**config.mk**
```make
export PLATFORM = sky130hd
export DESIGN_NAME = lsbe_front_flat
export DESIGN_NICKNAME = d
export VERILOG_FILES = /design/src/sv/lsbe_pkg.sv /design/src/sv/lsbe_ifs.sv /design/src/sv/lsbe_front.sv /design/src/flat_wrapper.sv
export SDC_FILE = /design/constraint.sdc
export NUM_CORES = 1
export LEC_CHECK = 0
export BUFFER_PORTS_ARGS = -buffer_cell sky130_fd_sc_hd__buf_2
export CAP_MARGIN = 20
export CORE_MARGIN = 4
export CORE_UTILIZATION = 45
export DETAILED_ROUTE_END_ITERATION = 8
export PLACE_DENSITY = 0.73
export SYNTH_ARGS = -nofsm -noshare
export SYNTH_HDL_FRONTEND = slang
export SYNTH_SLANG_ARGS = --single-unit
```
**constraint.sdc**
```tcl
create_clock -name clk -period 3.95 [get_ports clk]
set_input_delay 0.79 -clock clk [delete_from_list [all_inputs] [get_ports clk]]
set_output_delay 0.79 -clock clk [all_outputs]
set_load 0.05 [all_outputs]
```
**src/sv/lsbe_pkg.sv**
```systemverilog
// Shared types and constants for the LED strip SPI bit encoder.
// No dependencies; compiled first.
package lsbe_pkg;

	localparam int DEF_MAX_LEDS = 256;

	localparam int CNT_W   = 9;   // led_count register width
	localparam int LATCH_W = 8;   // reset_bytes register width
	localparam int CFG_W   = 9;   // widest configuration register
	localparam int COL_W   = 24;  // green, red, blue

	localparam logic [LATCH_W-1:0] RESET_BYTES_DEFAULT = 8'd140;

	// operation codes
	localparam logic [2:0] OP_SET_ONE   = 3'd0;
	localparam logic [2:0] OP_SET_ALL   = 3'd1;
	localparam logic [2:0] OP_REFRESH   = 3'd2;
	localparam logic [2:0] OP_MUTED_REF = 3'd3;
	localparam logic [2:0] OP_PULL      = 3'd4;

	// configuration register indexes
	localparam logic REG_LED_COUNT   = 1'b0;
	localparam logic REG_RESET_BYTES = 1'b1;

	// SPI line codes
	localparam logic [7:0] CODE_ONE   = 8'hFC;
	localparam logic [7:0] CODE_ZERO  = 8'h80;
	localparam logic [7:0] CODE_LATCH = 8'h00;

	localparam logic [4:0] LAST_BIT = 5'd23;  // bits per LED minus one

	typedef struct packed {
		logic [2:0]       op;
		logic [7:0]       idx;
		logic [COL_W-1:0] colour;
	} cmd_t;

	typedef struct packed {
		logic clearing;  // store clearing pass after reset
	} back_stat_t;

endpackage

```
**src/sv/lsbe_ifs.sv**
```systemverilog
// Request and byte channel interfaces of the LED strip SPI bit encoder.
// Depends on nothing; compiled after lsbe_pkg.
interface lsbe_cmd_if;
	logic       valid;
	logic       ready;
	logic [2:0] operation;
	logic [7:0] led_index;
	logic [7:0] red;
	logic [7:0] green;
	logic [7:0] blue;

	modport source (output valid, operation, led_index, red, green, blue, input ready);
	modport sink   (input valid, operation, led_index, red, green, blue, output ready);
endinterface


```
**src/sv/lsbe_front.sv**
```systemverilog
// Front end: takes requests, drops unused codes, queues commands (two deep).
// Depends on lsbe_pkg and lsbe_ifs.
module lsbe_front
	import lsbe_pkg::*;
(
	input  logic           clk,
	input  logic           arst_n,
	lsbe_cmd_if.sink       cmd,
	input  back_stat_t     stat,
	output logic           q_valid,
	output cmd_t           q_cmd,
	input  logic           q_pop
);

	cmd_t       ent_q [2];
	logic       wptr_q;
	logic       rptr_q;
	logic [1:0] cnt_q;
	logic       known;
	logic       push;

	always_comb begin
		unique case (cmd.operation)
			OP_SET_ONE, OP_SET_ALL, OP_REFRESH, OP_MUTED_REF, OP_PULL: known = 1'b1;
			default: known = 1'b0;
		endcase
	end

	assign cmd.ready = (cnt_q != 2'd2) && !stat.clearing;
	// unknown codes are accepted and dropped
	assign push      = cmd.valid && cmd.ready && known;
	assign q_valid   = (cnt_q != 2'd0);
	assign q_cmd     = ent_q[rptr_q];

	always_ff @(posedge clk) begin
		if (push) begin
			ent_q[wptr_q] <= '{op: cmd.operation, idx: cmd.led_index,
				colour: {cmd.green, cmd.red, cmd.blue}};
		end
	end

	always_ff @(posedge clk or negedge arst_n) begin
		if (!arst_n) begin
			wptr_q <= 1'b0;
			rptr_q <= 1'b0;
			cnt_q  <= 2'd0;
		end else begin
			if (push)
				wptr_q <= ~wptr_q;
			if (q_pop)
				rptr_q <= ~rptr_q;
			cnt_q <= cnt_q + {1'b0, push} - {1'b0, q_pop};
		end
	end

endmodule

```
**src/flat_wrapper.sv**
```systemverilog
// flat-port wrapper written by rule: the top's interface ports become plain ports
module lsbe_front_flat import lsbe_pkg::*;
  (clk, arst_n, stat, q_valid, q_cmd, q_pop, cmd_valid, cmd_operation, cmd_led_index, cmd_red, cmd_green, cmd_blue, cmd_ready);
  lsbe_cmd_if cmd_i ();
  input  logic clk;
  input  logic arst_n;
  input  back_stat_t stat;
  output logic q_valid;
  output cmd_t q_cmd;
  input  logic q_pop;
  input wire logic [$bits(cmd_i.valid)-1:0] cmd_valid;
  input wire logic [$bits(cmd_i.operation)-1:0] cmd_operation;
  input wire logic [$bits(cmd_i.led_index)-1:0] cmd_led_index;
  input wire logic [$bits(cmd_i.red)-1:0] cmd_red;
  input wire logic [$bits(cmd_i.green)-1:0] cmd_green;
  input wire logic [$bits(cmd_i.blue)-1:0] cmd_blue;
  output wire logic [$bits(cmd_i.ready)-1:0] cmd_ready;
  assign cmd_i.valid = cmd_valid;
  assign cmd_i.operation = cmd_operation;
  assign cmd_i.led_index = cmd_led_index;
  assign cmd_i.red = cmd_red;
  assign cmd_i.green = cmd_green;
  assign cmd_i.blue = cmd_blue;
  assign cmd_ready = cmd_i.ready;
  lsbe_front u_core (.clk(clk), .arst_n(arst_n), .cmd(cmd_i), .stat(stat), .q_valid(q_valid), .q_cmd(q_cmd), .q_pop(q_pop));
endmodule
```
# ---- Yosys cells after proc, flatten, opt, wreduce, memory -nomap -nowiden
# Memories as Yosys holds them, arrays and structs flattened.
# Cells that the tools add are included.
dict set report totals {
  output_inout_bits 37
  inputBits 40
  mem_bits_rw 70
  register_bits 4
  n_memories 1
  elab_cells 23
}
dict set report classes {
  bitwise_logic 2
  n_eq_ne 5
  n_reduce_logical 7
  addsub 2
  muxes 3
}
# name depth word_bits rd rd_ports_with_merged_regs wr line_no
set mem_list {}
lappend mem_list {u_core.ent_q 2 35 1 0 1 lsbe_front.sv:15} ;# cmd_t ent_q [2];
# op count
set op_table {}
lappend op_table {{$eq 3x2->1 const B} 2}
lappend op_table {{$reduce_or 5->1} 1}
lappend op_table {{$eq 3x1->1 const B} 1}
lappend op_table {{$eq 3x3->1 const B} 1}
lappend op_table {{$logic_and 1x1->1} 3}
lappend op_table {{$logic_not 3->1} 1}
lappend op_table {{$mux 1} 3}
lappend op_table {{$add 2x1->2} 1}
lappend op_table {{$ne 2x2->1 const B} 1}
lappend op_table {{$not 1->1} 2}
lappend op_table {{$reduce_bool 2->1} 1}
lappend op_table {{$sub 2x1->2} 1}
lappend op_table {{$logic_not 1->1} 1}

# ---- Depth between registers and ports, before layout
# Gate-level depths: netlist of the first run.
dict set report logic_depth {
  word_depth 6
  ltp_mapped 6
  depth_no_buf 6
}

# ---- Worst setup path before layout of the first run
# No wires, ideal clock.
dict set report synth_timing {
  kind {input port to flip-flop}
  from {input port cmd_operation[1]}
  to {memory u_core.ent_q[0][0] (netlist bit), enable pin}
  setup_slack_ps 731
  arrival_time_ps 2788
  n_path_buf 0
  path_stages 3
  required_time_ps 3519
  setup_ps 431
  cell_sequence {o21ai_0 > and4bb_2 > nor2b_1}
}
dict set report synth_between {
  elab_chain_len 6
  elab_cells_between_ends 10
  classes_between {eq/ne (4); mux (3); reduce/logical (3)}
}
# element line_no
set synth_lines {}
lappend synth_lines {{start, declared} flat_wrapper.sv:12} ;# input wire logic [$bits(cmd_i.operation)-1:0] cmd_operation;
lappend synth_lines {{$eq 3x1->1 (tied with other cells)} lsbe_front.sv:23} ;# unique case (cmd.operation)
lappend synth_lines {{$reduce_or 5->1 *} lsbe_front.sv:23}
lappend synth_lines {{$mux 1 *} lsbe_front.sv:23}
lappend synth_lines {{$logic_and 1x1->1 *} lsbe_front.sv:31} ;# assign push = cmd.valid && cmd.ready && known;
lappend synth_lines {{$mux 1 *} lsbe_front.sv:36} ;# if (push) begin
lappend synth_lines {{$mux 1 (not written as such) *} lsbe_front.sv:37} ;# ent_q[wptr_q] <= '{op: cmd.operation, idx: cmd.led_index,
lappend synth_lines {{end, declared} lsbe_front.sv:15}
# Every way passes the cells marked *; elsewhere a longest branch is shown, timed or not.

==> reports/qor.yml, run 1 <==
cts.repair.resized: 0
syn_area_per_cell_um2: 21.48
hold_buffers: 0
irDropWorstVdd_mv: 0.5076
r2r_setup_slack_ns: 1.82
io_pins: 77
yosysWarnings: 0
dieWidth_um: 86.16
clkSinkCount: 74
pre_cts_slack_ns: 1.339
cts_setup_buffers: 0
ys_seq_area_share_pct: 80.11
synthToLayoutAreaGrowth_pct: 24.03
drtPass1Iterations: 4
syn_inst: 128
portBuffers: 76
viasPerCell: 4.726
worstSetupEndpointType: "output port"
track_usage_pct: 13.31
netlist_top_cells_count: "70 x edfxtp_1, 35 x mux2_2, 4 x dfrtp_1"
synth_flop_cell: "edfxtp_1"
async_reset_ff_share_pct: 5.405
min_period_over_period_pct: 73.83
power_mw: 2.511
met3_usage_pct: 5.379
worst_slack_ns: 1.034
synthTopCellsByArea: "edfxtp_1 76%, mux2_2 14%, dfrtp_1 3.6%"
start_util_pct: 46.43
clk-insertion-delay-late_ns: 0.33
finish.utilization_pct: 57.59
die_h_um: 86.16
powerDensity_nw_per_um2: 736.5
synth_area_um2: 2749
fmax_ghz: 0.3429
path_class: "flop to output port"
cts_root_buf: "clkbuf_8"
grt_pass1_wl_um: 7258
clk_path_buf_depth: 2
setup_tns_ns: 0
drt-initial-drc-count: 78
reg2reg_to: "u_core.ent_q[0][23]$_DFFE_PP_"
routedWlPerCell_um: 15.46
relSlewSlack_pct: 34.02
synth_fp_nets: 170
synth_top_cell_area_share_pct: 76.47
grt.busiest_layer: "met2"
rr_worst_depth: 3
status: "finished clean"
cp.arrival_ns: 2.13
r2r-start: "u_core.cnt_q[1]$_DFF_PN0_"
yosysMostFrequentCell: "edfxtp_1"
rows: 28
postRouteAntennaNets: 0
ys_ff_latch: 74
antenna_cells: 0
grt_antenna_before_repair: 0
finalWirelength_um: 4514
fin_nets: 254
worst_pin_slew_ns: 0.9877
crit_fanout: 21
grt_pass1_vias: 1571
cts_tree: "done"
tritoncts.num_buffers: 9
whs_ns: 0.2494
crit_path_start_kind: "flop"
drive_gt1_share_pct: 59.45
max_cap_viol_count: 0
core_um2: 5921
synth_edf_count: 70
grt_util_met1_pct: 16.58
h-tree-depth: 3
die_area_um2: 7423
met2_usage_pct: 19.97
worstHoldPathType: "input port to asynchronous set/reset pin"
clk_pin_slew_ns: 0.08
place.gp.congestion: 0.6916
grt.overflow.total: 0
vias: 1380
synth_top_area_cell: "edfxtp_1"
grt_max_degree: 36
fin_skew_ns: 0.01121
p_leak_nw: 1.287
dp_hpwl_um: 2965
crit_required_ns: 3.16
setup_violations: 0
drc: 0
slew_viol_final: 0
hold_violations: 0
synthDistinctLibCells: 15
period_needed_ns: 2.916
rsz0062_at_grt: "false"
-- layout make-up --
cell class                      instances  area (um2)
Timing Repair Buffer                   77       387.9
Inverter                                2       7.507
Fill cell                             459        2511
Clock buffer                           10       127.6
Clock inverter                          6       81.33
Multi-Input combinational cell         48       509.2
Tap cell                               75       93.84
Sequential cell                        74        2202
-- logic make-up (layout without fill, tap and decap cells) --
logic type	count (synthesis)	in the layout	synth area share, %
compound gates	1	1	0.1819
xor+xnor	4	4	1.275
fa+ha+maj	2	2	0.9102
buf+inv	6	95	1.684
flops	74	74	80.11
mux	35	35	14.34
simple gates	6	6	1.502
-- worst max-delay path by stage --
stage,start,end,slack (ns),cells past startpoint
after global routing,u_core.rptr_q$_DFFE_PN0P_,q_cmd[26],0.91,3
after detailed placement,cmd_operation[1],u_core.ent_q[0][6]$_DFFE_PP_,1.34,4
after floorplan,cmd_operation[1],u_core.ent_q[0][0]$_DFFE_PP_,0.73,3
after CTS,u_core.rptr_q$_DFFE_PN0P_,q_cmd[12],0.99,3
final,u_core.rptr_q$_DFFE_PN0P_,q_cmd[12],1.03,3
after global placement,u_core.rptr_q$_DFFE_PN0P_,q_cmd[26],1.36,3
-- per-stage QoR --
stage               instance area, um2  cells
floorplan                         2749    128
global placement                  3201    276
detailed placement                3201    276
CTS                               3410    292
global route                      3410    292
finish                            3410    292
-- flip-flops by register name (all words and copies together), names as in the netlist --
name and cells:
u_core.ent_q 70, u_core.rptr_q 1, u_core.cnt_q 2, u_core.wptr_q 1
-- critical path, stage by stage, from the launching register on --
cell,delay (ns)
dfrtp_1,0.78
buf_4,0.41
mux2_2,0.39
buf_2,0.21
-- layer usage --
layer / up-vias / routed length [um]
met4: 0 / 27
met5: - / 0
met1: 651 / 2020
li1: 666 / -
met2: 59 / 2025
met3: 4 / 440
-- cell usage in the layout (no fill, tap or decap), drive strengths merged --
master,n
and2,1
and4bb,1
buf,77
bufinv,2
clkbuf,10
clkinv,4
dfrtp,4
edfxtp,70
ha,2
inv,2
mux2,35
nor2,1
nor2b,2
o21ai,1
or2,1
xnor2,2
xor2,2
-- where the power goes --
group / switching, mW / total (mW) / internal [mW]
sequential: 0.0574 / 1.00 / 0.947
clock: 0.255 / 0.606 / 0.352
combinational: 0.629 / 0.900 / 0.271
(Power assumes the default switching activity.)
==> run 2, diff against run 1 <==
ABC_AREA = 1   (was default)
PLACE_DENSITY = 0.76   (was 0.73)
clock period = 2.6 ns   (was 3.95 ns; I/O delays follow)
==> reports/qor.yml, run 2 <==
ys_ff_latch: 74  # unchanged
yosys.area_share.simple_pct: 1.337  # -0.17 points
period_needed_ns: 2.208
synth_top_family_by_area: "multiplexers"
cpPeakStageDelay_ns: 0.54  # -0.24 ns
synth_flop_cell: "edfxtp_1"
yosysWarnings: 0  # unchanged
cts_tree: "done"
fin_skew_ns: 0.007219  # -0.003991 ns
drtPass1Iterations: 4  # unchanged
die_area_um2: 7797  # +5.0%
dieWidth_um: 88.30  # +2.5%
tritoncts.num_buffers: 9  # unchanged
crit_slowest_cell: "dfrtp_2"
cts_root_buf: "clkbuf_8"
core_um2: 6096  # +3.0%
rows: 28  # unchanged
max_cap_viol_count: 0  # unchanged
worstHoldPathType: "input port to flop"
ys_seq_area_share_pct: 75.89  # -4.2 points
slew_viol_final: 0  # unchanged
synth_top_cell_area_share_pct: 72.45  # -4.0 points
synthMuxAreaShare_pct: 17.34  # +3.0 points
relSlewSlack_pct: 75.97  # +42 points
synth_edf_count: 70  # unchanged
dp.cells: 288  # +4.3%
die_h_um: 88.30  # +2.5%
hold_violations: 0  # unchanged
worst_pin_slew_ns: 0.3604  # -0.6273 ns
worstSetupPathDepth: 3  # unchanged
largest_register: "u_core.ent_q"
clk_pin_slew_ns: 0.07  # about the same
synth_fp_nets: 177  # +4.1%
crit_fanout: 27  # +29%
fin_nets: 267  # +5.1%
holdPathStages: 1
cts_setup_buffers: 0  # unchanged
grt.overflow.total: 0  # unchanged
r2r_setup_slack_ns: 0.93  # -0.89 ns
synth_area_um2: 2902  # +5.6%
path_cells: "buf_12, mux2_4, buf_2"
grt_antenna_before_repair: 0  # unchanged
status: "finished clean"
crit_buf_inv: 2  # unchanged
grt_max_degree: 28  # -22%
setup_violations: 0  # unchanged
irDropWorstVdd_mv: 0.6990  # +38%
netlist_top_cells_count: "70 x edfxtp_1, 29 x mux2_4, 6 x inv_1, 6 x mux2_2, 4 x dfrtp_1"
h-tree-depth: 3  # unchanged
design_area_um2: 3558  # +4.4%
synthTopCellsByArea: "edfxtp_1 72%, mux2_4 15%, dfrtp_1 3.4%"
clk-insertion-delay-late_ns: 0.33  # about the same
synth_xor_xnor_area_share_pct: 0.9056  # -0.37 points
clk_path_buf_depth: 2  # unchanged
antenna_cells: 0  # unchanged
power_mw: 3.853  # +53%
drt-initial-drc-count: 81  # +3.8%
io_pins: 77  # unchanged
dp_hpwl_um: 3213  # +8.3%
rsz0062_at_grt: "false"
p_leak_nw: 1.457  # +13%
min_period_over_period_pct: 84.93
viasPerCell: 4.766  # +0.86%
mostFrequentLayoutCell: "buf_2"
drive_gt1_share_pct: 57.21  # -2.2 points
powerDensity_nw_per_um2: 1083  # +47%
reg2reg_to: "u_core.ent_q[0][0]$_DFFE_PP_"
syn_inst: 135  # +5.5%
setup_tns_ns: 0  # unchanged
r2r-start: "u_core.cnt_q[1]$_DFF_PN0_"
track_usage_pct: 12.34  # -0.96 points
vias: 1449  # +5.0%
synth_compound_area_share_pct: 0.4312  # +0.25 points
async_reset_ff_share_pct: 5.405  # unchanged
grt_pass1_vias: 1470  # -6.4%
yosysMostFrequentCell: "edfxtp_1"
drc: 0  # unchanged
worstSetupEndpointType: "output port"
place_area_um2: 3374  # +5.4%
place.gp.congestion: 0.7446  # +7.7%
top_regs: "u_core.ent_q (70), u_core.cnt_q (2)"
finalWirelength_um: 4547  # +0.73%
clkSinkCount: 74  # unchanged
crit_family: "flip-flops"
worst_slack_ns: 0.3918  # -0.6419 ns
crit_end: "q_cmd[2]"
stdcell_count: 304  # +4.1%
startpoint: "u_core.rptr_q$_DFFE_PN0P_"
crit_path_start_kind: "flop"
syn_area_per_cell_um2: 21.49  # about the same
cp.arrival_ns: 1.69  # -0.44 ns
synthAdderAreaFrac_pct: 0.8624  # -0.048 points
synthDistinctLibCells: 17  # +2
rr_worst_depth: 6  # +3
synthToLayoutAreaGrowth_pct: 22.64
routedWlPerCell_um: 14.96  # -3.2%
grt_pass1_wl_um: 7038  # -3.0%
pre_cts_slack_ns: 0.7269  # -0.6117 ns
largest_reg_flops: 70  # unchanged
fmax_ghz: 0.4529
path_class: "flop to output port"
layout_common_cells: "76 x buf_2, 70 x edfxtp_1, 29 x mux2_4"
start_util_pct: 47.60  # +1.2 points
portBuffers: 76  # unchanged
synth_top_area_cell: "edfxtp_1"
crit_required_ns: 2.08  # -1.08 ns
postRouteAntennaNets: 0  # unchanged
## run 2: power by group
part | switching (mW) | leakage [nW] | internal, mW
Combinational | 1.02 | 0.687 | 0.535
Clock | 0.363 | 0.0886 | 0.427
Sequential | 0.0721 | 0.681 | 1.44
## run 2: layout make-up
cell class	instances	area, um2
clock buffers	10	127.6
repair buffers	83	447.9
clock inverters	5	46.29
well taps	75	93.84
fillers	498	2537
inverters	6	22.52
flip-flops and latches	74	2203
multi-input cells	51	616.8
## run 2: timing repair
item	CTS	global route
endpoints found under the hold margin	4	0
hold buffers	1	0
resized for setup	0	0
## run 2: worst min-delay path by stage
| stage | endpoint | startpoint |
|---|---|---|
| floorplan | u_core.cnt_q[0]$_DFF_PN0_ | arst_n |
| global placement | u_core.cnt_q[0]$_DFF_PN0_ | arst_n |
| detailed placement | u_core.cnt_q[0]$_DFF_PN0_ | arst_n |
| CTS | u_core.ent_q[0][30]$_DFFE_PP_ | cmd_led_index[6] |
| global route | u_core.ent_q[1][30]$_DFFE_PP_ | cmd_led_index[6] |
| finish | u_core.ent_q[1][14]$_DFFE_PP_ | cmd_red[6] |
## run 2: layer usage
metal  up-vias  GRT usage, %  share of wire, %
li1        697             -                 -
met1       681         16.87                44
met2        63         17.88                45
met3         8         3.911               9.5
met4         0         6.181               1.2
met5         -             0                 0
## run 2: kinds of logic after synthesis
| logic type | after synthesis |
|---|---|
| buf+inv | 10 |
| mux | 35 |
| simple gates | 9 |
| fa+ha+maj | 2 |
| compound gates | 2 |
| flops | 74 |
| xor+xnor | 3 |
## run 2: per-stage QoR
| stage | hold WS, ns | util [%] |
|---|---|---|
| after floorplan | 0.2244 | - |
| after global placement | 0.3351 | 55.36 |
| after detailed placement | 0.3386 | 55.36 |
| after CTS | 0.3600 | 58.37 |
| after global routing | 0.3578 | 58.37 |
| final | 0.3784 | 58.37 |
